<file path="src/sv/aec_pkg.sv">
// Shared types, constants and elaboration-time helpers for the curved envelope block.
// No dependencies; every other file of the block imports this package.
`default_nettype none
package aec_pkg;

    localparam int FRAC_BITS  = 15;
    localparam int LVL_BITS   = FRAC_BITS + 1;
    localparam int LEN_BITS   = 24;
    localparam int CURVE_BITS = 16;
    localparam int BND_BITS   = LEN_BITS + 2;
    localparam int CFG_ADDR_W = 3;
    localparam int CFG_DATA_W = 24;
    localparam int Q_DEPTH    = 4;
    localparam int Q_PTR_W    = 2;
    localparam int Q_CNT_W    = 3;
    localparam int EXP_STEPS  = 16;
    localparam int LOG_STEPS  = 16;

    localparam logic [LVL_BITS-1:0] ONE  = LVL_BITS'(1) << FRAC_BITS;
    localparam logic [LVL_BITS-1:0] HALF = LVL_BITS'(1) << (FRAC_BITS - 1);
    localparam logic [7:0]          IP_MAX = 8'd33;

    localparam logic [CFG_ADDR_W-1:0] REG_ATTACK_LEN    = 3'd0;
    localparam logic [CFG_ADDR_W-1:0] REG_DECAY_LEN     = 3'd1;
    localparam logic [CFG_ADDR_W-1:0] REG_SUSTAIN_LEN   = 3'd2;
    localparam logic [CFG_ADDR_W-1:0] REG_RELEASE_LEN   = 3'd3;
    localparam logic [CFG_ADDR_W-1:0] REG_SUSTAIN_LEVEL = 3'd4;
    localparam logic [CFG_ADDR_W-1:0] REG_ATTACK_CURVE  = 3'd5;
    localparam logic [CFG_ADDR_W-1:0] REG_DECAY_CURVE   = 3'd6;
    localparam logic [CFG_ADDR_W-1:0] REG_RELEASE_CURVE = 3'd7;

    typedef enum logic [2:0] {
        SEG_OUTSIDE = 3'd0,
        SEG_ATTACK  = 3'd1,
        SEG_DECAY   = 3'd2,
        SEG_SUSTAIN = 3'd3,
        SEG_RELEASE = 3'd4
    } seg_t;

    // Sideband that rides along the power pipeline.
    typedef struct packed {
        logic [LVL_BITS-1:0] mul;
        logic [LVL_BITS-1:0] add;
        seg_t                seg;
    } side_t;

    // One classified item as it sits in the queue.
    typedef struct packed {
        logic [LEN_BITS-1:0]   offset;
        logic [LEN_BITS-1:0]   len;
        logic [CURVE_BITS-1:0] curve;
        logic                  inv;
        side_t                 side;
    } job_t;

    // One divider stage.
    typedef struct packed {
        logic [LEN_BITS-1:0]   rem;
        logic [FRAC_BITS-1:0]  quo;
        logic [LEN_BITS-1:0]   len;
        logic [CURVE_BITS-1:0] curve;
        logic                  inv;
        side_t                 side;
    } div_t;

    function automatic logic [63:0] isqrt64(input logic [63:0] v);
        logic [63:0] rem;
        logic [63:0] res;
        logic [63:0] bitv;
        rem  = v;
        res  = '0;
        bitv = 64'd1 << 62;
        for (int i = 0; i < 32; i++) begin
            if (rem >= res + bitv) begin
                rem = rem - (res + bitv);
                res = (res >> 1) + bitv;
            end else begin
                res = res >> 1;
            end
            bitv = bitv >> 2;
        end
        return res;
    endfunction

    // Q30 factor 2^-(2^(k-16)) built by repeated floor square roots from one half.
    function automatic logic [63:0] exp_fac(input int k);
        logic [63:0] fac;
        fac = 64'd1 << 29;
        for (int j = EXP_STEPS - 1; j >= k; j--) begin
            fac = isqrt64(fac << 30);
        end
        return fac;
    endfunction

endpackage
`default_nettype wire

</file>
<file path="src/sv/aec_queue.sv">
// Short item queue between the classifying front end and the compute back end.
// Depends on aec_pkg for job_t and queue sizing.
`default_nettype none
module aec_queue (
    input  wire logic          aclk,
    input  wire logic          aresetn,
    input  wire logic          wr_en,
    input  wire aec_pkg::job_t wr_data,
    input  wire logic          rd_en,
    output aec_pkg::job_t      rd_data,
    output logic               empty,
    output logic [aec_pkg::Q_CNT_W-1:0] count
);
    import aec_pkg::*;

    job_t                mem [Q_DEPTH];
    logic [Q_PTR_W-1:0]  wr_ptr_reg, wr_ptr_next;
    logic [Q_PTR_W-1:0]  rd_ptr_reg, rd_ptr_next;
    logic [Q_CNT_W-1:0]  count_reg,  count_next;

    always_comb begin
        wr_ptr_next = wr_en ? wr_ptr_reg + 1'b1 : wr_ptr_reg;
        rd_ptr_next = rd_en ? rd_ptr_reg + 1'b1 : rd_ptr_reg;
        count_next  = count_reg + Q_CNT_W'(wr_en) - Q_CNT_W'(rd_en);
    end

    always_ff @(posedge aclk) begin
        if (!aresetn) begin
            wr_ptr_reg <= '0;
            rd_ptr_reg <= '0;
            count_reg  <= '0;
        end else begin
            wr_ptr_reg <= wr_ptr_next;
            rd_ptr_reg <= rd_ptr_next;
            count_reg  <= count_next;
        end
    end

    always_ff @(posedge aclk) begin
        if (wr_en) begin
            mem[wr_ptr_reg] <= wr_data;
        end
    end

    assign rd_data = mem[rd_ptr_reg];
    assign empty   = (count_reg == '0);
    assign count   = count_reg;

endmodule
`default_nettype wire

</file>
<file path="config.mk">
export PLATFORM = sky130hd
export DESIGN_NAME = aec_queue
export DESIGN_NICKNAME = d
export VERILOG_FILES = /design/src/sv/aec_pkg.sv /design/src/sv/aec_queue.sv
export SDC_FILE = /design/constraint.sdc
export NUM_CORES = 1
export LEC_CHECK = 0
export ABC_AREA = 1
export BUFFER_PORTS_ARGS = -buffer_cell sky130_fd_sc_hd__buf_4
export CORE_MARGIN = 3
export CORE_UTILIZATION = 62
export CTS_CLUSTER_SIZE = 28
export DETAILED_ROUTE_END_ITERATION = 16
export GPL_TIMING_DRIVEN = 0
export HOLD_SLACK_MARGIN = 0.05
export PLACE_DENSITY = 0.82
export SETUP_SLACK_MARGIN = 0.05
export SLEW_MARGIN = 20
export SYNTH_ARGS = -nofsm -noshare
export SYNTH_HDL_FRONTEND = slang
export SYNTH_SLANG_ARGS = --single-unit
</file>
<file path="constraint.sdc">
create_clock -name aclk -period 6.32 [get_ports aclk]
set_input_delay 0.632 -clock aclk [delete_from_list [all_inputs] [get_ports aclk]]
set_output_delay 0.632 -clock aclk [all_outputs]
set_load 0.01 [all_outputs]
</file>
# Word level (Yosys, flattened, before mapping)
# Memory sizes are Yosys's and may differ from the RTL's. A register that Yosys moved wholly into a read port is not among the register bits.
# Index checks and enable logic that the tools add are counted.
[totals]
register_bits = 7
latch_bits = 0
ram_bits = 400
mem_bits_ro = 0
inputBits = 104
output_inout_bits = 104
elab_cells = 13
mem_count = 1
[op_classes]
add_sub_neg = 4
n_mul = 0
div_mod_pow = 0
n_lt_le_gt_ge = 0
eq_ne = 0
shifts = 0
muxes = 4
bitwise = 0
n_reduce_logical = 1
[memory_table]
columns = ["memory", "depth", "width", "read_ports", "rd_clocked_by_memory_dff", "write_ports", "line_no", "rtl"]
rows = [
  ["mem", 4, 100, 1, 1, 1, "aec_queue.sv:16", "job_t mem [Q_DEPTH];"],
]
[op_table]
columns = ["op", "n"]
rows = [
  ["$add A2 B1 Y2 const B", 2],
  ["$mux W2", 2],
  ["$add A3 B1 Y3", 1],
  ["$logic_not A3 Y1", 1],
  ["$sub A3 B1 Y3", 1],
  ["$mux W1", 2],
]

# Longest topological paths before layout
# Gate-level depths: netlist (run 1).
[logic_depth]
word_depth = 3
ltp_mapped = 8
depth_no_buf = 8

# Worst setup path after synthesis (run 1)
# OpenSTA, ideal clock, no wires.
[synth_path]
path_kind = "input-to-reg"
from = "input port wr_en"
to = "memory mem[0][0] in the netlist's numbering, enable pin"
setup_ps = 453
t_arrival_ps = 2597
required_ps = 5867
path_slack_ps = 3269
stages = 2
path_buffers = 0
cell_sequence = "nand2_1 inv_1"
[synth_via]
elab_chain_cells = 2
[synth_rtl]
columns = ["item", "line_no", "rtl"]
rows = [
  ["start, declared", "aec_queue.sv:7", "input wire logic wr_en,"],
  ["$mux W1", "aec_queue.sv:40", "if (wr_en) begin"],
  ["$mux W1 (implied by the code)", "aec_queue.sv:41", "mem[wr_ptr_reg] <= wr_data;"],
  ["end, declared", "aec_queue.sv:16", ""],
]
# Every way passes these cells.

==> metrics.txt, run 1 <==
status finished, final reports clean; power share of the clock group 35.6%; max reg flops 400; Hold Fails Final Rpt 0; Synthesized Nets 1331; Crit. End Element output port; setup bufs post-CTS 0; Peak supply drop 0.0003571 V; CP peak stage delay 0.66 ns; Seq pwr share 52.8%; root buffer cell clkbuf_16; Sw Ratio 23.16%; Die X 167.1 um; vias in the first global route 10.24k; Mapped Cells 1220; min-delay worst type input port to register; remaining antenna violation count 0; Detailed Route Iter0 Violations 1019; combinational power share 11.5%; total CTS buffers 40; DR pass1 iterations 5; TritonCTS Sinks 409; CP Data Arrival Time 2.37 ns; CP max-delay cell clkbuf_1; Post-Syn Area 16090 um2; Top-Level Pins 208; Setup Viol. Count Final 0; gr usage total 25.33%; Crit path required time 5.69 ns; crit path cell chain clkbuf_1 > buf_2 > a21oi_1 > o21ai_0 > nand2_1 > buf_4; # DRC 0; Leak 7.698 nW; Int Power 4.557 mW; number of I/O port buffers 207; Post-Place Worst Slack 3.888 ns; H-tree depth 2; per-cell routed wire length 19.70 um; fin util 76.35%; Final Wtd Congestion 0.7966; CTS clk-pin slew, worst paths 0.06 ns; Tmin final 3.003 ns; Avg Cell Area, Syn 13.19 um2; P&R area growth vs syn 20.16%; CP startpoint kind register; Yosys reg bits 409; critical path's top delay family buffers and inverters; hold_buf cts 0; Via density 5.616; critical path fanouts, max 10; TritonCTS clock tree yes; area of the multi-input gates 2699 um2; layout cells sized above 1 21.81%; die height 167.1 um; power density of the placed cells 306.7 nW/um2; Initial Util 63.54%; final worst setup slack 3.317 ns; first-pass GRT wire length 54.86 mm; largest net degree at the start of global routing 67; Synth cell types 16; actual slew at the worst max-slew pin 0.8647 ns; FF+latch area 12190 um2; setup repair after global routing missed its margin no; synthesis warning total 0; Total Neg Setup Slack 0 ns; crit path buf inv count 3; clk buf depth 3; Max Clock Skew 0.01021 ns; nets@finish 1584; Slew headroom 42.35%; Die Area 27920 um2; via count 10.28k; crit path kind register to output port; total congestion overflow 0; clock latency on the worst-skew pair 0.52 ns; switching power 1.374 mW; sequential share of the synthesized area 75.76%; core area 25330 um2; Fill cells 1533; Fmax 332.9 MHz; drt total wl 36.07 mm; initial antenna violation count 2; post-CTS resize count 0; Rows 58; Max Cap Viol 0; hpwl dp 21.60 mm; Slew Limit Fails 0; Final period util 47.52%
-- placed cells by master, fill, tap and decap left out, types with 2 or more instances in the layout --
cell / netlist / final
clkinv_2: 0 / 4
clkinv_1: 0 / 11
inv_6: 0 / 6
clkbuf_1: 1 / 11
buf_2: 54 / 54
edfxtp_1: 400 / 400
o211ai_1: 100 / 100
diode_2: 0 / 2
nand2_1: 210 / 210
buf_16: 0 / 4
ha_1: 6 / 6
inv_1: 215 / 211
dfxtp_1: 9 / 9
buf_4: 1 / 208
buf_6: 10 / 10
a21oi_1: 106 / 106
o21ai_0: 104 / 104
clkbuf_16: 0 / 41
-- kinds of logic after synthesis --
group | synth area share (%)
flops | 75.76
compound gates | 11.20
buf+inv | 7.464
simple gates | 4.984
fa+ha+maj | 0.5909
-- worst paths after layout --
check | endpoint | slack (ns) | cells after the start | startpoint
setup / recovery | rd_data[50] | 3.32 | 6 | register
hold reg to reg | rd_ptr_reg[1] | 0.50 | 2 | rd_ptr_reg[1]
hold / removal | mem[0][69] | 0.31 | 1 | wr_data[69]
setup reg to reg | mem[2][85] | 4.47 | 5 | wr_ptr_reg[0]
-- power groups by stage --
stage	combinational (mW)	clock (mW)	sequential, mW
after floorplan	0.321	0	3.19
after global placement	0.646	0	3.20
after detailed placement	0.680	0	3.19
after CTS	0.686	2.14	3.13
after global routing	0.744	2.26	3.14
final	0.685	2.11	3.13
-- per-layer routing --
metal | track usage (%) | wire (um) | vias to the layer above
li1 | - | - | 4759
met1 | 32.76 | 13220 | 4954
met2 | 43.54 | 18370 | 498
met3 | 5.099 | 3448 | 70
met4 | 8.537 | 1008 | 2
met5 | 0 | 20 | -
-- synth_stat cells (all sizes together) --
library cell  count  area [um2]
o211ai          100       750.7
a21oi           106       530.5
edfxtp          400       12010
nor3              1       5.000
clkbuf            1       3.750
inv             215       807.0
buf              65       390.4
nor2              1       3.750
fa                1       20.02
dfxtp             9       180.2
ha                6       75.07
nand2           210       788.3
o21ai           104       520.5
nand3             1       5.000
-- cell type report --
| type | count | area share (%) |
|---|---|---|
| tap | 330 | 2.135 |
| timing repair buffer | 211 | 8.606 |
| antenna | 2 | 0.02588 |
| buffer | 66 | 2.038 |
| sequential | 409 | 63.05 |
| clock inverter | 17 | 0.4077 |
| multi-input combinational | 530 | 13.96 |
| clock buffer | 51 | 5.500 |
| inverter | 215 | 4.277 |
-- worst reg2reg max path: stages, from the launching register on --
cell     delay (ns)
dfxtp_1        0.32
inv_1          0.12
ha_1           0.19
nand2_1        0.11
inv_6          0.31
buf_16         0.38
-- per-stage QoR --
stage	instance area (um2)	power (mW)	cells	hold slack, ns
2_1_floorplan	16090	3.513	1220	0.4356
3_5_place_dp	18190	3.869	1761	0.4680
3_3_place_gp	18060	3.846	1757	0.4506
5_1_grt	19330	6.139	1830	0.2878
6_report	19340	5.931	1831	0.3076
4_1_cts	19330	5.958	1829	0.2830
Note: power is estimated with default switching activity, not from simulation.
==> run 2, diff against run 1 <==
--- a/config.mk
+++ b/config.mk
@@ -5,15 +5,15 @@
 export SDC_FILE = /design/constraint.sdc
 export NUM_CORES = 1
 export LEC_CHECK = 0
-export ABC_AREA = 1
+export ABC_AREA = 0
 export BUFFER_PORTS_ARGS = -buffer_cell sky130_fd_sc_hd__buf_4
 export CORE_MARGIN = 3
-export CORE_UTILIZATION = 62
+export CORE_UTILIZATION = 57
 export CTS_CLUSTER_SIZE = 28
 export DETAILED_ROUTE_END_ITERATION = 16
 export GPL_TIMING_DRIVEN = 0
 export HOLD_SLACK_MARGIN = 0.05
-export PLACE_DENSITY = 0.82
+export PLACE_DENSITY = 0.76
 export SETUP_SLACK_MARGIN = 0.05
 export SLEW_MARGIN = 20
 export SYNTH_ARGS = -nofsm -noshare
==> constraint.sdc (replaced) <==
create_clock -name aclk -period 3.15 [get_ports aclk]
set_input_delay 0.315 -clock aclk [delete_from_list [all_inputs] [get_ports aclk]]
set_output_delay 0.315 -clock aclk [all_outputs]
set_load 0.01 [all_outputs]
==> run 2 against run 1 <==
Net effect: critical path depth down 2; clock skew up 0.0032 ns; largest cell class unchanged; via count down 30%; sequential share of layout area down 0.28 points; area after synthesis down 7.0%; highest routed layer is now met4; register-to-register slack worse by 3.1 ns; clock power up 120%.
==> metrics.txt, run 2 <==
status finished, final reports clean (unchanged); crit path kind register to output port (unchanged); synth top area cells edfxtp_1 80%, mux4_2 15%, buf_12 1.3%, dfxtp_1 1.2%, ha_1 0.50% (was edfxtp_1 75%, inv_1 5.0%, nand2_1 4.9%, o211ai_1 4.7%, a21oi_1 3.3%); DR pass1 iterations 5 (unchanged); Avg Cell Area, Syn 26.53 um2 (was 13.19 um2); hold path endpoint rd_ptr_reg[0] (was mem[0][69]); Rows 58 (unchanged); Post-Syn Area 14970 um2 (was 16090 um2); Post-synth EDFFs 400 (unchanged); Detailed Route Iter0 Violations 572 (was 1019); Max Cap Viol 0 (unchanged); Yosys reg bits 409 (unchanged); P&R area growth vs syn 29.79% (was 20.16%); CP Data Arrival Time 2.44 ns (was 2.37 ns); # DRC 0 (unchanged); r2r startpoint wr_ptr_reg[0] (unchanged); CP peak stage delay 0.59 ns (was 0.66 ns); Seq pwr share 51.0% (was 52.8%); Fill cells 1311 (was 1533); combinational power share 12.0% (was 11.5%); gr usage total 20.91% (was 25.33%); critical path's top delay family buffers and inverters (unchanged); Final period util 87.40%; number of I/O port buffers 207 (unchanged); Sw Ratio 21.03% (was 23.16%); Reg2Reg Capture Point mem[0][98] (was mem[2][85]); Tmin final 2.753 ns; Peak supply drop 0.0006994 V (was 0.0003571 V); count leader, synth edfxtp_1 (unchanged); post-CTS resize count 0 (unchanged); Top-Level Pins 208 (unchanged); flop2flop setup slack 1.36 ns (was 4.47 ns); synthesis warning total 0 (unchanged); max reg flops 400 (unchanged); Final Wtd Congestion 0.7419 (was 0.7966); cell taking the most area after synthesis edfxtp_1 (unchanged); via count 7200 (was 10.28k); switching power 2.609 mW (was 1.374 mW); Total Neg Setup Slack 0 ns (unchanged); CP max-delay cell buf_1 (was clkbuf_1); CTS clk-pin slew, worst paths 0.06 ns (about the same); Via density 5.616 (about the same); Synth cell types 19 (was 16); setup repair after global routing missed its margin no (unchanged); per-cell routed wire length 22.90 um (was 19.70 um); Post-synth ARST share 0% (unchanged); core area 25470 um2 (was 25330 um2); vias in the first global route 7893 (was 10.24k); overall power 12.41 mW (was 5.931 mW); drt total wl 29.36 mm (was 36.07 mm); Fmax 363.2 MHz; Max Clock Skew 0.01340 ns (was 0.01021 ns); layout cells sized above 1 41.49% (was 21.81%); crit path buf inv count 3 (unchanged); Leak 6.703 nW (was 7.698 nW); first-pass GRT wire length 44.95 mm (was 54.86 mm); Crit. End Element output port (unchanged); initial antenna violation count 0 (was 2); power share of the clock group 37.0% (was 35.6%); Slew Limit Fails 0 (unchanged); sequential share of the synthesized area 81.46% (was 75.76%); Reg2Reg Depth 4 (was 5); die height 168.0 um (was 167.1 um); number of stages on the worst hold path 3 (was 1); HP Start rd_en (was wr_data[69]); crit path cell chain buf_1 > buf_2 > mux4_2 > buf_4 (was clkbuf_1 > buf_2 > a21oi_1 > o21ai_0 > nand2_1 > buf_4); H-tree depth 2 (unchanged); clk buf depth 3 (unchanged); Hold Fails Final Rpt 0 (unchanged); fin util 76.26% (was 76.35%); Die Area 28240 um2 (was 27920 um2); clock latency on the worst-skew pair 0.53 ns (was 0.52 ns); Int Power 9.799 mW (was 4.557 mW); share of the synthesized area in the top cell type 80.26% (was 74.64%); top cells by count, synth 400 x edfxtp_1, 100 x mux4_2, 10 x buf_12, 10 x buf_2, 9 x dfxtp_1 (was 400 x edfxtp_1, 215 x inv_1, 210 x nand2_1, 106 x a21oi_1, 104 x o21ai_0); min-delay worst type input port to register (unchanged); antenna cells 0 (was 2); Mapped Cells 564 (was 1220); final hold slack 0.09940 ns (was 0.3076 ns); ys flop type edfxtp_1 (unchanged); CP startpoint kind register (unchanged); Setup Viol. Count Final 0 (unchanged); total congestion overflow 0 (unchanged); Synthesized Nets 675 (was 1331); actual slew at the worst max-slew pin 0.7780 ns (was 0.8647 ns); most frequent cells in the layout 400 x edfxtp_1, 207 x buf_4, 101 x dlygate4sd3_1, 100 x mux4_2, 43 x clkbuf_16 (was 400 x edfxtp_1, 211 x inv_1, 210 x nand2_1, 208 x buf_4, 106 x a21oi_1); TritonCTS clock tree yes (unchanged); nets@finish 1034 (was 1584); Slew headroom 48.14% (was 42.35%); total CTS buffers 41 (was 40); largest net degree at the start of global routing 51 (was 67); Die X 168.0 um (was 167.1 um); hpwl dp 17.13 mm (was 21.60 mm); TritonCTS Sinks 409 (unchanged); Initial Util 58.75% (was 63.54%); Crit path required time 2.83 ns (was 5.69 ns); root buffer cell clkbuf_16 (unchanged); power density of the placed cells 638.8 nW/um2 (was 306.7 nW/um2); critical path fanouts, max 10 (unchanged); remaining antenna violation count 0 (unchanged); commonest non-fill, non-tap cell in the layout edfxtp_1 (unchanged)
[run 2: cell families (layout without fill, tap and decap cells)]
logic type | after synthesis | after routing | synth area share, %
flops | 409 | 409 | 81.46
mux | 101 | 101 | 15.12
buf+inv | 29 | 417 | 1.948
simple gates | 13 | 13 | 0.4599
fa+ha+maj | 7 | 7 | 0.6354
xor+xnor | 3 | 3 | 0.2759
compound gates | 2 | 2 | 0.1003
[run 2: what timing repair did]
action | CTS | global route
setup buffers | 0 | 0
endpoints found under the hold margin | 402 | 0
hold buffers | 101 | 0
[run 2: final cells by class]
type	count	area (um2)	area share, %
Buffer	22	265.3	1.366
Timing Repair Buffer	316	2748	14.15
Sequential cell	409	12190	62.77
Multi-Input combinational cell	126	2492	12.83
Clock inverter	20	177.7	0.9147
Inverter	7	26.28	0.1353
Clock buffer	52	1110	5.714
Tap cell	330	412.9	2.126
[run 2: how the worst max path moves through the flow]
stage / from / to / slack [ns] / cells after the start
after floorplan: wr_ptr_reg[0] / mem[2][0] / 0.93 / 3
after global placement: wr_ptr_reg[0] / mem[0][90] / 0.13 / 3
after detailed placement: register / rd_data[79] / 0.98 / 4
after CTS: register / rd_data[88] / 0.41 / 4
after global routing: register / rd_data[38] / 0.31 / 4
final: register / rd_data[38] / 0.40 / 4
[run 2: power by group through the flow]
stage               sequential, mW  clock, mW  combinational [mW]
floorplan                     6.43          0               0.720
global placement              6.43          0                1.31
detailed placement            6.44          0                1.38
CTS                           6.33       4.68                1.50
global route                  6.35       4.91                1.58
finish                        6.33       4.59                1.48
[run 2: worst register-to-register path: cells and delay by family (launching register included)]
family / cells / cell delay [ns]
adders and majority gates: 1 / 0.15
and+or+nand+nor: 1 / 0.54
DFF: 1 / 0.35
buffers and inverters: 2 / 0.41
[run 2: metrics by stage]
step	cells	area, um2	setup WS (ns)
global placement	1101	16940	0.1283
floorplan	564	14970	0.9323
finish	1282	19420	0.3968
CTS	1282	19420	0.4064
detailed placement	1109	17130	0.9817
global route	1282	19420	0.3095
[run 2: layer usage]
metal	vias to the layer above	global-route usage [%]	share of wire, %
met5	-	0	0
met4	0	5.265	2.1
met3	53	5.659	8.1
met2	285	34.98	51
met1	3718	27.97	39
li1	3144	-	-
