==> config.mk <==
export PLATFORM = sky130hd
export DESIGN_NAME = aec_front
export DESIGN_NICKNAME = d
export VERILOG_FILES = /design/src/sv/aec_pkg.sv /design/src/sv/aec_front.sv
export SDC_FILE = /design/constraint.sdc
export NUM_CORES = 1
export LEC_CHECK = 0
export BUFFER_PORTS_ARGS = -buffer_cell sky130_fd_sc_hd__buf_2
export CAP_MARGIN = 20
export CORE_MARGIN = 2
export CORE_UTILIZATION = 45
export CTS_CLUSTER_DIAMETER = 30
export CTS_CLUSTER_SIZE = 24
export DETAILED_ROUTE_END_ITERATION = 12
export GPL_TIMING_DRIVEN = 1
export PLACE_DENSITY = 0.65
export SLEW_MARGIN = 25
export SYNTH_ARGS = -nofsm -noshare
export SYNTH_HDL_FRONTEND = slang
export SYNTH_SLANG_ARGS = --single-unit
==> constraint.sdc <==
create_clock -name aclk -period 6.3 [get_ports aclk]
set_input_delay 1.26 -clock aclk [delete_from_list [all_inputs] [get_ports aclk]]
set_output_delay 1.26 -clock aclk [all_outputs]
set_load 0.05 [all_outputs]
==> src/sv/aec_pkg.sv <==
// Shared types, constants and elaboration-time helpers for the curved envelope block.
// No dependencies; every other file of the block imports this package.
`default_nettype none
package aec_pkg;

    localparam int FRAC_BITS  = 15;
    localparam int LVL_BITS   = FRAC_BITS + 1;
    localparam int LEN_BITS   = 24;
    localparam int CURVE_BITS = 16;
    localparam int BND_BITS   = LEN_BITS + 2;
    localparam int CFG_ADDR_W = 3;
    localparam int CFG_DATA_W = 24;
    localparam int Q_DEPTH    = 4;
    localparam int Q_PTR_W    = 2;
    localparam int Q_CNT_W    = 3;
    localparam int EXP_STEPS  = 16;
    localparam int LOG_STEPS  = 16;

    localparam logic [LVL_BITS-1:0] ONE  = LVL_BITS'(1) << FRAC_BITS;
    localparam logic [LVL_BITS-1:0] HALF = LVL_BITS'(1) << (FRAC_BITS - 1);
    localparam logic [7:0]          IP_MAX = 8'd33;

    localparam logic [CFG_ADDR_W-1:0] REG_ATTACK_LEN    = 3'd0;
    localparam logic [CFG_ADDR_W-1:0] REG_DECAY_LEN     = 3'd1;
    localparam logic [CFG_ADDR_W-1:0] REG_SUSTAIN_LEN   = 3'd2;
    localparam logic [CFG_ADDR_W-1:0] REG_RELEASE_LEN   = 3'd3;
    localparam logic [CFG_ADDR_W-1:0] REG_SUSTAIN_LEVEL = 3'd4;
    localparam logic [CFG_ADDR_W-1:0] REG_ATTACK_CURVE  = 3'd5;
    localparam logic [CFG_ADDR_W-1:0] REG_DECAY_CURVE   = 3'd6;
    localparam logic [CFG_ADDR_W-1:0] REG_RELEASE_CURVE = 3'd7;

    typedef enum logic [2:0] {
        SEG_OUTSIDE = 3'd0,
        SEG_ATTACK  = 3'd1,
        SEG_DECAY   = 3'd2,
        SEG_SUSTAIN = 3'd3,
        SEG_RELEASE = 3'd4
    } seg_t;

    // Sideband that rides along the power pipeline.
    typedef struct packed {
        logic [LVL_BITS-1:0] mul;
        logic [LVL_BITS-1:0] add;
        seg_t                seg;
    } side_t;

    // One classified item as it sits in the queue.
    typedef struct packed {
        logic [LEN_BITS-1:0]   offset;
        logic [LEN_BITS-1:0]   len;
        logic [CURVE_BITS-1:0] curve;
        logic                  inv;
        side_t                 side;
    } job_t;

    // One divider stage.
    typedef struct packed {
        logic [LEN_BITS-1:0]   rem;
        logic [FRAC_BITS-1:0]  quo;
        logic [LEN_BITS-1:0]   len;
        logic [CURVE_BITS-1:0] curve;
        logic                  inv;
        side_t                 side;
    } div_t;

    function automatic logic [63:0] isqrt64(input logic [63:0] v);
        logic [63:0] rem;
        logic [63:0] res;
        logic [63:0] bitv;
        rem  = v;
        res  = '0;
        bitv = 64'd1 << 62;
        for (int i = 0; i < 32; i++) begin
            if (rem >= res + bitv) begin
                rem = rem - (res + bitv);
                res = (res >> 1) + bitv;
            end else begin
                res = res >> 1;
            end
            bitv = bitv >> 2;
        end
        return res;
    endfunction

    // Q30 factor 2^-(2^(k-16)) built by repeated floor square roots from one half.
    function automatic logic [63:0] exp_fac(input int k);
        logic [63:0] fac;
        fac = 64'd1 << 29;
        for (int j = EXP_STEPS - 1; j >= k; j--) begin
            fac = isqrt64(fac << 30);
        end
        return fac;
    endfunction

endpackage
`default_nettype wire

==> src/sv/aec_front.sv <==
// Front end: configuration registers, segment boundaries and per-item classification.
// Depends on aec_pkg; feeds aec_queue.
`default_nettype none
module aec_front #(
    parameter int TIME_BITS = 26
) (
    input  wire logic                           aclk,
    input  wire logic                           aresetn,
    input  wire logic                           cfg_we,
    input  wire logic [aec_pkg::CFG_ADDR_W-1:0] cfg_addr,
    input  wire logic [aec_pkg::CFG_DATA_W-1:0] cfg_wdata,
    input  wire logic                           in_valid,
    output logic                                in_ready,
    input  wire logic [TIME_BITS-1:0]           in_time,
    input  wire logic [aec_pkg::Q_CNT_W-1:0]    q_count,
    output logic                                q_wr,
    output aec_pkg::job_t                       q_data
);
    import aec_pkg::*;

    localparam int CMP_W = (TIME_BITS > BND_BITS) ? TIME_BITS : BND_BITS;

    logic [LEN_BITS-1:0]   attack_len_reg, decay_len_reg, sustain_len_reg, release_len_reg;
    logic [LVL_BITS-1:0]   sustain_level_reg;
    logic [CURVE_BITS-1:0] attack_curve_reg, decay_curve_reg, release_curve_reg;
    logic [BND_BITS-1:0]   ea_reg, ed_reg, es_reg, er_reg;
    logic [TIME_BITS-1:0]  t_reg;
    logic                  t_valid_reg, t_valid_next;
    logic [CMP_W-1:0]      t_ext;
    logic [CMP_W-1:0]      diff;
    logic [LVL_BITS-1:0]   s_lvl;
    job_t                  job;

    always_ff @(posedge aclk) begin
        if (!aresetn) begin
            attack_len_reg    <= '0;
            decay_len_reg     <= '0;
            sustain_len_reg   <= '0;
            release_len_reg   <= '0;
            sustain_level_reg <= ONE;
            attack_curve_reg  <= CURVE_BITS'(4096);
            decay_curve_reg   <= CURVE_BITS'(4096);
            release_curve_reg <= CURVE_BITS'(4096);
        end else if (cfg_we) begin
            unique case (cfg_addr)
                REG_ATTACK_LEN:    attack_len_reg    <= cfg_wdata[LEN_BITS-1:0];
                REG_DECAY_LEN:     decay_len_reg     <= cfg_wdata[LEN_BITS-1:0];
                REG_SUSTAIN_LEN:   sustain_len_reg   <= cfg_wdata[LEN_BITS-1:0];
                REG_RELEASE_LEN:   release_len_reg   <= cfg_wdata[LEN_BITS-1:0];
                REG_SUSTAIN_LEVEL: sustain_level_reg <= cfg_wdata[LVL_BITS-1:0];
                REG_ATTACK_CURVE:  attack_curve_reg  <= cfg_wdata[CURVE_BITS-1:0];
                REG_DECAY_CURVE:   decay_curve_reg   <= cfg_wdata[CURVE_BITS-1:0];
                REG_RELEASE_CURVE: release_curve_reg <= cfg_wdata[CURVE_BITS-1:0];
                default: ;
            endcase
        end
    end

    // Segment end points, refreshed every cycle from the settings.
    always_ff @(posedge aclk) begin
        ea_reg <= BND_BITS'(attack_len_reg);
        ed_reg <= BND_BITS'(attack_len_reg) + BND_BITS'(decay_len_reg);
        es_reg <= BND_BITS'(attack_len_reg) + BND_BITS'(decay_len_reg)
                + BND_BITS'(sustain_len_reg);
        er_reg <= BND_BITS'(attack_len_reg) + BND_BITS'(decay_len_reg)
                + BND_BITS'(sustain_len_reg) + BND_BITS'(release_len_reg);
    end

    // Accept only while the queue can absorb the item in flight plus this one.
    assign in_ready     = (q_count + Q_CNT_W'(t_valid_reg)) < Q_CNT_W'(Q_DEPTH);
    assign t_valid_next = in_valid && in_ready;

    always_ff @(posedge aclk) begin
        if (!aresetn) begin
            t_valid_reg <= 1'b0;
        end else begin
            t_valid_reg <= t_valid_next;
        end
    end

    always_ff @(posedge aclk) begin
        if (t_valid_next) begin
            t_reg <= in_time;
        end
    end

    assign t_ext = CMP_W'(t_reg);
    assign s_lvl = (sustain_level_reg > ONE) ? ONE : sustain_level_reg;

    always_comb begin
        job      = '0;
        diff     = '0;
        if (t_ext >= CMP_W'(er_reg)) begin
            job.side.seg = SEG_OUTSIDE;
        end else if (t_ext < CMP_W'(ea_reg)) begin
            job.offset   = t_ext[LEN_BITS-1:0];
            job.len      = attack_len_reg;
            job.curve    = attack_curve_reg;
            job.side.mul = ONE;
            job.side.seg = SEG_ATTACK;
        end else if (t_ext < CMP_W'(ed_reg)) begin
            diff         = t_ext - CMP_W'(ea_reg);
            job.offset   = diff[LEN_BITS-1:0];
            job.len      = decay_len_reg;
            job.curve    = decay_curve_reg;
            job.inv      = 1'b1;
            job.side.mul = ONE - s_lvl;
            job.side.add = s_lvl;
            job.side.seg = SEG_DECAY;
        end else if (t_ext < CMP_W'(es_reg)) begin
            job.side.add = s_lvl;
            job.side.seg = SEG_SUSTAIN;
        end else begin
            diff         = t_ext - CMP_W'(es_reg);
            job.offset   = diff[LEN_BITS-1:0];
            job.len      = release_len_reg;
            job.curve    = release_curve_reg;
            job.inv      = 1'b1;
            job.side.mul = s_lvl;
            job.side.seg = SEG_RELEASE;
        end
    end

    assign q_wr   = t_valid_reg;
    assign q_data = job;

endmodule
`default_nettype wire

# After elaboration in Yosys (flattened, before gate mapping)
# Index checks and enable logic that the tools add are counted.
# Widths: inputs -> output; s select.
# totals
input_bits,60
latchBits,0
mem_bits_rw,0
rom_bits,0
elab_cells,56
regBits,288
n_memories,0
# op_classes
muxes,12
n_lt_le_gt_ge,6
n_reduce_logical,10
n_div,0
eq_ne,7
mul,0
bitwise,0
shift,0
add_sub_neg,7
# op_table
cell,n
$mux 100,1
$mux 97,1
$mux 81,1
$mux 16,4
$mux 64,1
$sub 24x24->24,2
$add 25x24->26,1
$add 26x24->26,1
$ge 26x26->1,1
$lt 26x24->1,1
$lt 26x25->1,1
$lt 26x26->1,1
$add 24x24->25,1
$gt 16x16->1 const B,1
$reduce_and 2->1,8
$sub 16x16->16 const A,1
$eq 3x3->1 const B,4
$mux 3,3
$eq 3x2->1 const B,2
$add 3x1->3,1
$eq 3x1->1 const B,1
$logic_not 3->1,1
$lt 3x3->1 const B,1
$logic_and 1x1->1,1
$mux 1,1

# Longest topological paths before layout
# Gate-level depths: netlist (run 1).
# logic_depth
depth_word,6
ltp_mapped,27
ltp_nobuf,27

# Least setup slack after synthesis (run 1)
# No wires, ideal clock.
# synth_timing
path_type,register -> output
from,register sustain_level_reg[6]
to,output port q_data[29] in the netlist's numbering
n_path_buf,2
t_arrival_ns,4.108
slack_ns,0.932
required_ns,5.040
stages_incl_launch_ff,15
cell_sequence,dfxtp_1 buf_2 nor4_1 nand3_1 or3_1 or3_1 or3_1 nand2_1 buf_4 nand2_1 ha_1 o21ai_1 and2_1 o21bai_1 a311oi_1
# synth_lines
item,line,rtl
"start, declared",aec_front.sv:24,logic [LVL_BITS-1:0] sustain_level_reg;
"start signal, assigned",aec_front.sv:50,REG_SUSTAIN_LEVEL: sustain_level_reg <= cfg_wdata[LVL_BITS-1:0];
"end, declared",aec_front.sv:17,output aec_pkg::job_t q_data

==> flow_summary.json, run 1 <==
{
  "status": "complete, no violations",
  "ys_warn_count": 0,
  "yosys.area.top_type": "dfxtp_1",
  "stdcell_count": 2951,
  "hpwl_um": 40730,
  "fin_util_pct": 54.86,
  "switching_share_pct": 27.73,
  "holdCritPathClass": "flop to flop",
  "p_int_mw": 4.673,
  "place_congestion": 0.9233,
  "slew_viol_final": 0,
  "cts.sinks": 288,
  "grt_usage_pct": 26.61,
  "final-setup-viol-count": 0,
  "grt_max_degree": 102,
  "antenna_found_initial": 3,
  "die_w_um": 204.2,
  "regToRegStartpoint": "attack_len_reg[0]",
  "vias": 16440,
  "start_kind": "flop",
  "fmax_mhz": 167.4,
  "drv_cap": 0,
  "cts_tree": "done",
  "synthTopCellsByArea": "dfxtp_1 (29%), ha_1 (12%), nand2_1 (8.3%)",
  "worst_slack_ps": 326.3,
  "fin_skew_ps": 36.31,
  "area_delta_synth_final_pct": 20.58,
  "ys.flop_type": "dfxtp_1",
  "netlist_area_um2": 18040,
  "ctsHoldBuffers": 0,
  "core.rowCount": 73,
  "worstSetupPathType": "flop to output port",
  "hold_start": "attack_len_reg[15]",
  "io_buffers": 161,
  "end_kind": "output port",
  "ir_drop_mv": 0.2698,
  "worst_hold_path.endpoint": "ea_reg[15]",
  "clkTransAtPathRegs_ps": 40,
  "slew_headroom_pct": 37.07,
  "ios": 162,
  "dieHeight_um": 204.2,
  "period_needed_ps": 5974,
  "post-route-drc-count": 0,
  "first_global_vias": 15910,
  "final_cell_area_um2": 21750,
  "seq_area_frac_synth_pct": 33.41,
  "finalPower_mw": 6.466,
  "postCtsSetupBuffers": 0,
  "ant_nets": 0,
  "worstMarginPinSlew_ps": 941.5,
  "min_period_over_period_pct": 94.82,
  "r2r_cells": 25,
  "start_util_pct": 45.50,
  "synth_seq_cells": 288,
  "wire_per_inst_um": 19.00,
  "power.leakage_nw": 9.039,
  "seq_power_share_pct": 30.5,
  "clock_latency_ps": 610,
  "routed_wirelength_um": 56070,
  "dpl_cell_area_um2": 19250,
  "htreeDepth": 3,
  "core_region_area_um2": 39640,
  "setup_tns_ps": 0,
  "power_density_nw_per_um2": 297.3,
  "via_per_inst": 5.570,
  "drive_gt1_share_pct": 13.74,
  "cp_max_fo": 14,
  "reg2reg_slack_ps": 400,
  "cp.required_ps": 5040,
  "drtIter0Drc": 827,
  "syn_area_per_cell_um2": 8.143,
  "grt_overflow": 0,
  "grt_pass1_wl_um": 86820,
  "finalHoldViolCount": 0,
  "yosysUniqueCellTypes": 76,
  "drtPass1Iterations": 5,
  "worstPathArrival_ps": 4710,
  "comb_power_share_pct": 12.5,
  "holdPathStages": 0,
  "cts_root_buf": "clkbuf_16",
  "clk_path_buf_depth": 3,
  "whs_ps": 384.7,
  "rsz0062_at_grt": "false",
  "final_common_cell": "nand2_1",
  "dp_slack_ps": 498.6,
  "ys_async_sr_fraction_pct": 0,
  "ctsResizeCount": 0,
  "final_cell_mix": "nand2_1 (397), dfxtp_1 (262), ha_1 (177), buf_2 (160), a21boi_0 (159)",
  "p_sw_mw": 1.793,
  "synth_cells": 2215,
  "syn-num-nets": 2457,
  "r2r_end": "er_reg[25]",
  "clkPwrFrac_pct": 57.0,
  "dpl.cell_count": 2814,
  "synth_edf_count": 26,
  "synth_top_area_share_pct": 29.08,
  "die_area_um2": 41700,
  "cts_buffers": 74,
  "final_net_count": 2607
}
==> cell usage after synthesis, drive strengths merged, types with 19 or more instances <==
cell	number
a211oi	22
a21boi	159
a21o	58
a21oi	116
a221oi	62
buf	19
clkbuf	86
dfxtp	262
edfxtp	26
ha	177
inv	133
nand2	400
nand2b	28
nand3	29
nor2	161
nor2b	19
nor3	25
o21a	24
o21ai	134
xnor2	71
xor2	33
==> critical path, cell delays in order (launching register included) <==
cell and delay [ps]:
dfxtp_1 390, nor4_1 300, nand3_1 160, or3_1 340, or3_1 370, or3_1 360
nand2_1 420, nand2_1 230, ha_1 270, o21ai_1 330, and2_1 270, o21bai_1 120
a311oi_1 250, buf_2 320
==> routing by layer <==
layer  GRT usage (%)  vias to the layer above  routed length (um)
li1                -                     8117                   -
met1           35.44                     7640               25650
met2           42.59                      561               25040
met3           5.309                      119                3643
met4           9.886                        0                1736
met5               0                        -                   0
==> logic make-up (layout without fill, tap and decap cells) <==
| logic type | after synthesis | after routing | share of synthesized area (%) |
|---|---|---|---|
| simple gates | 731 | 731 | 17.45 |
| compound gates | 667 | 667 | 25.70 |
| flops | 288 | 288 | 33.41 |
| buf+inv | 238 | 447 | 5.265 |
| fa+ha+maj | 182 | 182 | 12.83 |
| xor+xnor | 104 | 104 | 5.050 |
| mux | 5 | 5 | 0.2844 |
| other cells | 0 | 2 | 0 |
==> final cells by class <==
cell class	instances	area (um^2)
antenna	2	5.005
inverter	133	499.2
multi-input combinational	1689	11100
timing repair buffer	179	980.9
tap	525	656.9
fill	3685	17890
sequential	288	6026
clock buffer	94	2007
clock inverter	41	470.5
==> power by group through the flow <==
stage               registers [mW]  logic (mW)  clock network [mW]
floorplan                     1.98       0.603                   0
global placement              2.00       0.786                   0
detailed placement            2.00       0.799                   0
CTS                           1.97       0.806                3.73
global route                  1.98       0.892                3.83
finish                        1.97       0.810                3.68
==> worst max-delay path by stage <==
stage,from,end,slack (ps),depth (start not counted)
after global routing,sustain_level_reg[6],q_data[31],5,13
after CTS,sustain_level_reg[6],q_data[31],330,13
final,sustain_level_reg[6],q_data[31],330,13
after floorplan,sustain_level_reg[6],q_data[29],930,14
after detailed placement,attack_len_reg[0],er_reg[25],500,25
after global placement,attack_len_reg[0],er_reg[25],530,25
Note: power is estimated with default switching activity, not from simulation.
==> run 2: changes to the inputs <==
- ABC_CLOCK_PERIOD_IN_PS: not set -> 6300
- CTS_BUF_LIST: not set -> sky130_fd_sc_hd__clkbuf_16
- REMOVE_ABC_BUFFERS: not set -> 1
==> flow_summary.json, run 2 (synthesized netlist as in run 1, its figures left out) <==
{
  "start_util_pct": 45.50,
  "via_per_inst": 5.627,
  "place_congestion": 0.9509,
  "seq_power_share_pct": 30.4,
  "worst_hold_path.endpoint": "ea_reg[6]",
  "num_antenna_cells": 0,
  "slew_headroom_pct": 30.88,
  "p_sw_mw": 1.789,
  "holdPathStages": 0,
  "start_kind": "flop",
  "worst_slack_ps": 400.8,
  "die_w_um": 204.2,
  "r2r_cells": 25,
  "hpwl_um": 39630,
  "rsz0062_at_grt": "false",
  "min_period_over_period_pct": 93.64,
  "r2r_end": "er_reg[25]",
  "cp.required_ps": 6780,
  "cp_max_fo": 5,
  "postCtsSetupBuffers": 0,
  "post-route-drc-count": 0,
  "drv_cap": 0,
  "cts_tree": "done",
  "clkTransAtPathRegs_ps": 40,
  "seqCellArea_um2": 6026,
  "grt_overflow": 0,
  "clock_latency_ps": 600,
  "switching_share_pct": 27.51,
  "grt_usage_pct": 26.18,
  "worstPathArrival_ps": 6380,
  "final_net_count": 2611,
  "slew_viol_final": 0,
  "final_common_cell": "nand2_1",
  "core_region_area_um2": 39640,
  "die_area_um2": 41700,
  "fmax_mhz": 169.5,
  "p_int_mw": 4.713,
  "drtPass1Iterations": 7,
  "reg2reg_slack_ps": 400,
  "power.leakage_nw": 9.114,
  "comb_power_share_pct": 12.5,
  "routed_wirelength_um": 55370,
  "fin_skew_ps": 47.75,
  "status": "complete, no violations",
  "worstSetupPathType": "flop to flop",
  "fin_util_pct": 54.91,
  "multiInputGateArea_um2": 11090,
  "clk_path_buf_depth": 3,
  "final_cell_mix": "nand2_1 (398), dfxtp_1 (262), ha_1 (177), buf_2 (160), a21boi_0 (159)",
  "num-fill-cells": 3651,
  "hold_start": "attack_len_reg[6]",
  "power_density_nw_per_um2": 298.7,
  "period_needed_ps": 5899,
  "area_delta_synth_final_pct": 20.67,
  "cts_buffers": 76,
  "antenna_found_initial": 0,
  "first_global_vias": 16240,
  "ir_drop_mv": 0.2791,
  "grt_pass1_wl_um": 86310,
  "final-setup-viol-count": 0,
  "htreeDepth": 3,
  "drtIter0Drc": 1034,
  "wire_per_inst_um": 18.74,
  "ios": 162,
  "holdCritPathClass": "flop to flop",
  "vias": 16620,
  "cts.sinks": 288,
  "clkPwrFrac_pct": 57.2,
  "worstMarginPinSlew_ps": 1034,
  "finalHoldViolCount": 0,
  "io_buffers": 161,
  "end_kind": "flop",
  "dieHeight_um": 204.2,
  "drive_gt1_share_pct": 13.22,
  "core.rowCount": 73,
  "ant_nets": 0,
  "dp_slack_ps": 474.3,
  "cts_root_buf": "clkbuf_16",
  "ctsHoldBuffers": 0,
  "grt_max_degree": 100,
  "regToRegStartpoint": "attack_len_reg[0]"
}
==> run 2: changes by cell type in the layout (fill, tap and decap cells not counted), moves of 2 or more <==
cell / change
inv_1: +11
clkbuf_16: +3
clkbuf_8: -8
inv_16: +2
diode_2: -2
buf_4: +3
clkinv_2: -2
clkinv_4: -4
clkbuf_1: -12
clkinv_1: +15
bufinv_16: +2
clkinvlp_4: -3
==> run 2: cell type report <==
cell class | instances | area share, %
multi-input combinational | 1689 | 50.96
sequential | 288 | 27.69
clock buffer | 77 | 8.853
timing repair buffer | 181 | 4.519
tap | 525 | 3.018
clock inverter | 61 | 2.673
inverter | 133 | 2.294
==> run 2: timing repair <==
| action | CTS | global route |
|---|---|---|
| resized for setup | 0 | 2 |
| setup endpoints to repair | 0 | 1 |
| endpoints found under the hold margin | 0 | 0 |
==> run 2: routing by layer <==
metal,vias to the layer above,global-route usage (%),wire length (um)
li1,8114,-,-
met1,7813,35.19,25320
met2,589,42.46,24860
met3,106,4.799,3871
met4,0,8.307,1317
met5,-,0,0
==> run 2: worst max path at each step <==
stage	to	startpoint	depth (start not counted)	slack [ps]
global route	er_reg[25]	attack_len_reg[0]	25	20
detailed placement	er_reg[25]	attack_len_reg[0]	25	470
finish	er_reg[25]	attack_len_reg[0]	25	400
CTS	er_reg[25]	attack_len_reg[0]	25	330
floorplan	q_data[78]	t_ext[5]	9	-2970
global placement	er_reg[25]	attack_len_reg[0]	25	550
==> run 2: worst max-delay path, cell delays in order, from the launching register on <==
cell and delay, ps:
dfxtp_1 330, ha_1 240, fa_1 430, a211o_1 330
o211ai_2 90, a21oi_1 160, o21ba_2 250, nor2_1 110
xnor2_1 150, ha_1 300, a21oi_1 160, o21ai_0 190
o311ai_1 270, o21ai_1 170, o21a_1 210, o21ai_0 150
nand2b_1 70, a21oi_1 170, xnor2_1 170, ha_1 290
or2_2 310, a21o_1 210, a41o_1 280, o41a_1 360
nor4b_1 160, a221oi_1 230
==> run 2: power by group through the flow <==
stage,registers [mW],clock network [mW],logic [mW]
2_1_floorplan,1.98,0,0.567
3_3_place_gp,2.00,0,0.782
3_5_place_dp,2.00,0,0.798
4_1_cts,1.97,3.76,0.805
5_1_grt,1.98,3.87,0.890
6_report,1.97,3.72,0.810
==> run 2: metrics by stage <==
| stage | setup TNS (ps) | hold slack (ps) | total power [mW] | std cells | instance area [um^2] |
|---|---|---|---|---|---|
| final | 0 | 380.1 | 6.502 | 2954 | 21760 |
| after global routing | 0 | 387.9 | 6.741 | 2954 | 21760 |
| after CTS | 0 | 381.4 | 6.541 | 2954 | 21760 |
| after detailed placement | 0 | 378.8 | 2.802 | 2816 | 19260 |
| after global placement | 0 | 371.5 | 2.785 | 2816 | 19250 |
| after floorplan | -220130 | 365.1 | 2.548 | 2110 | 17590 |
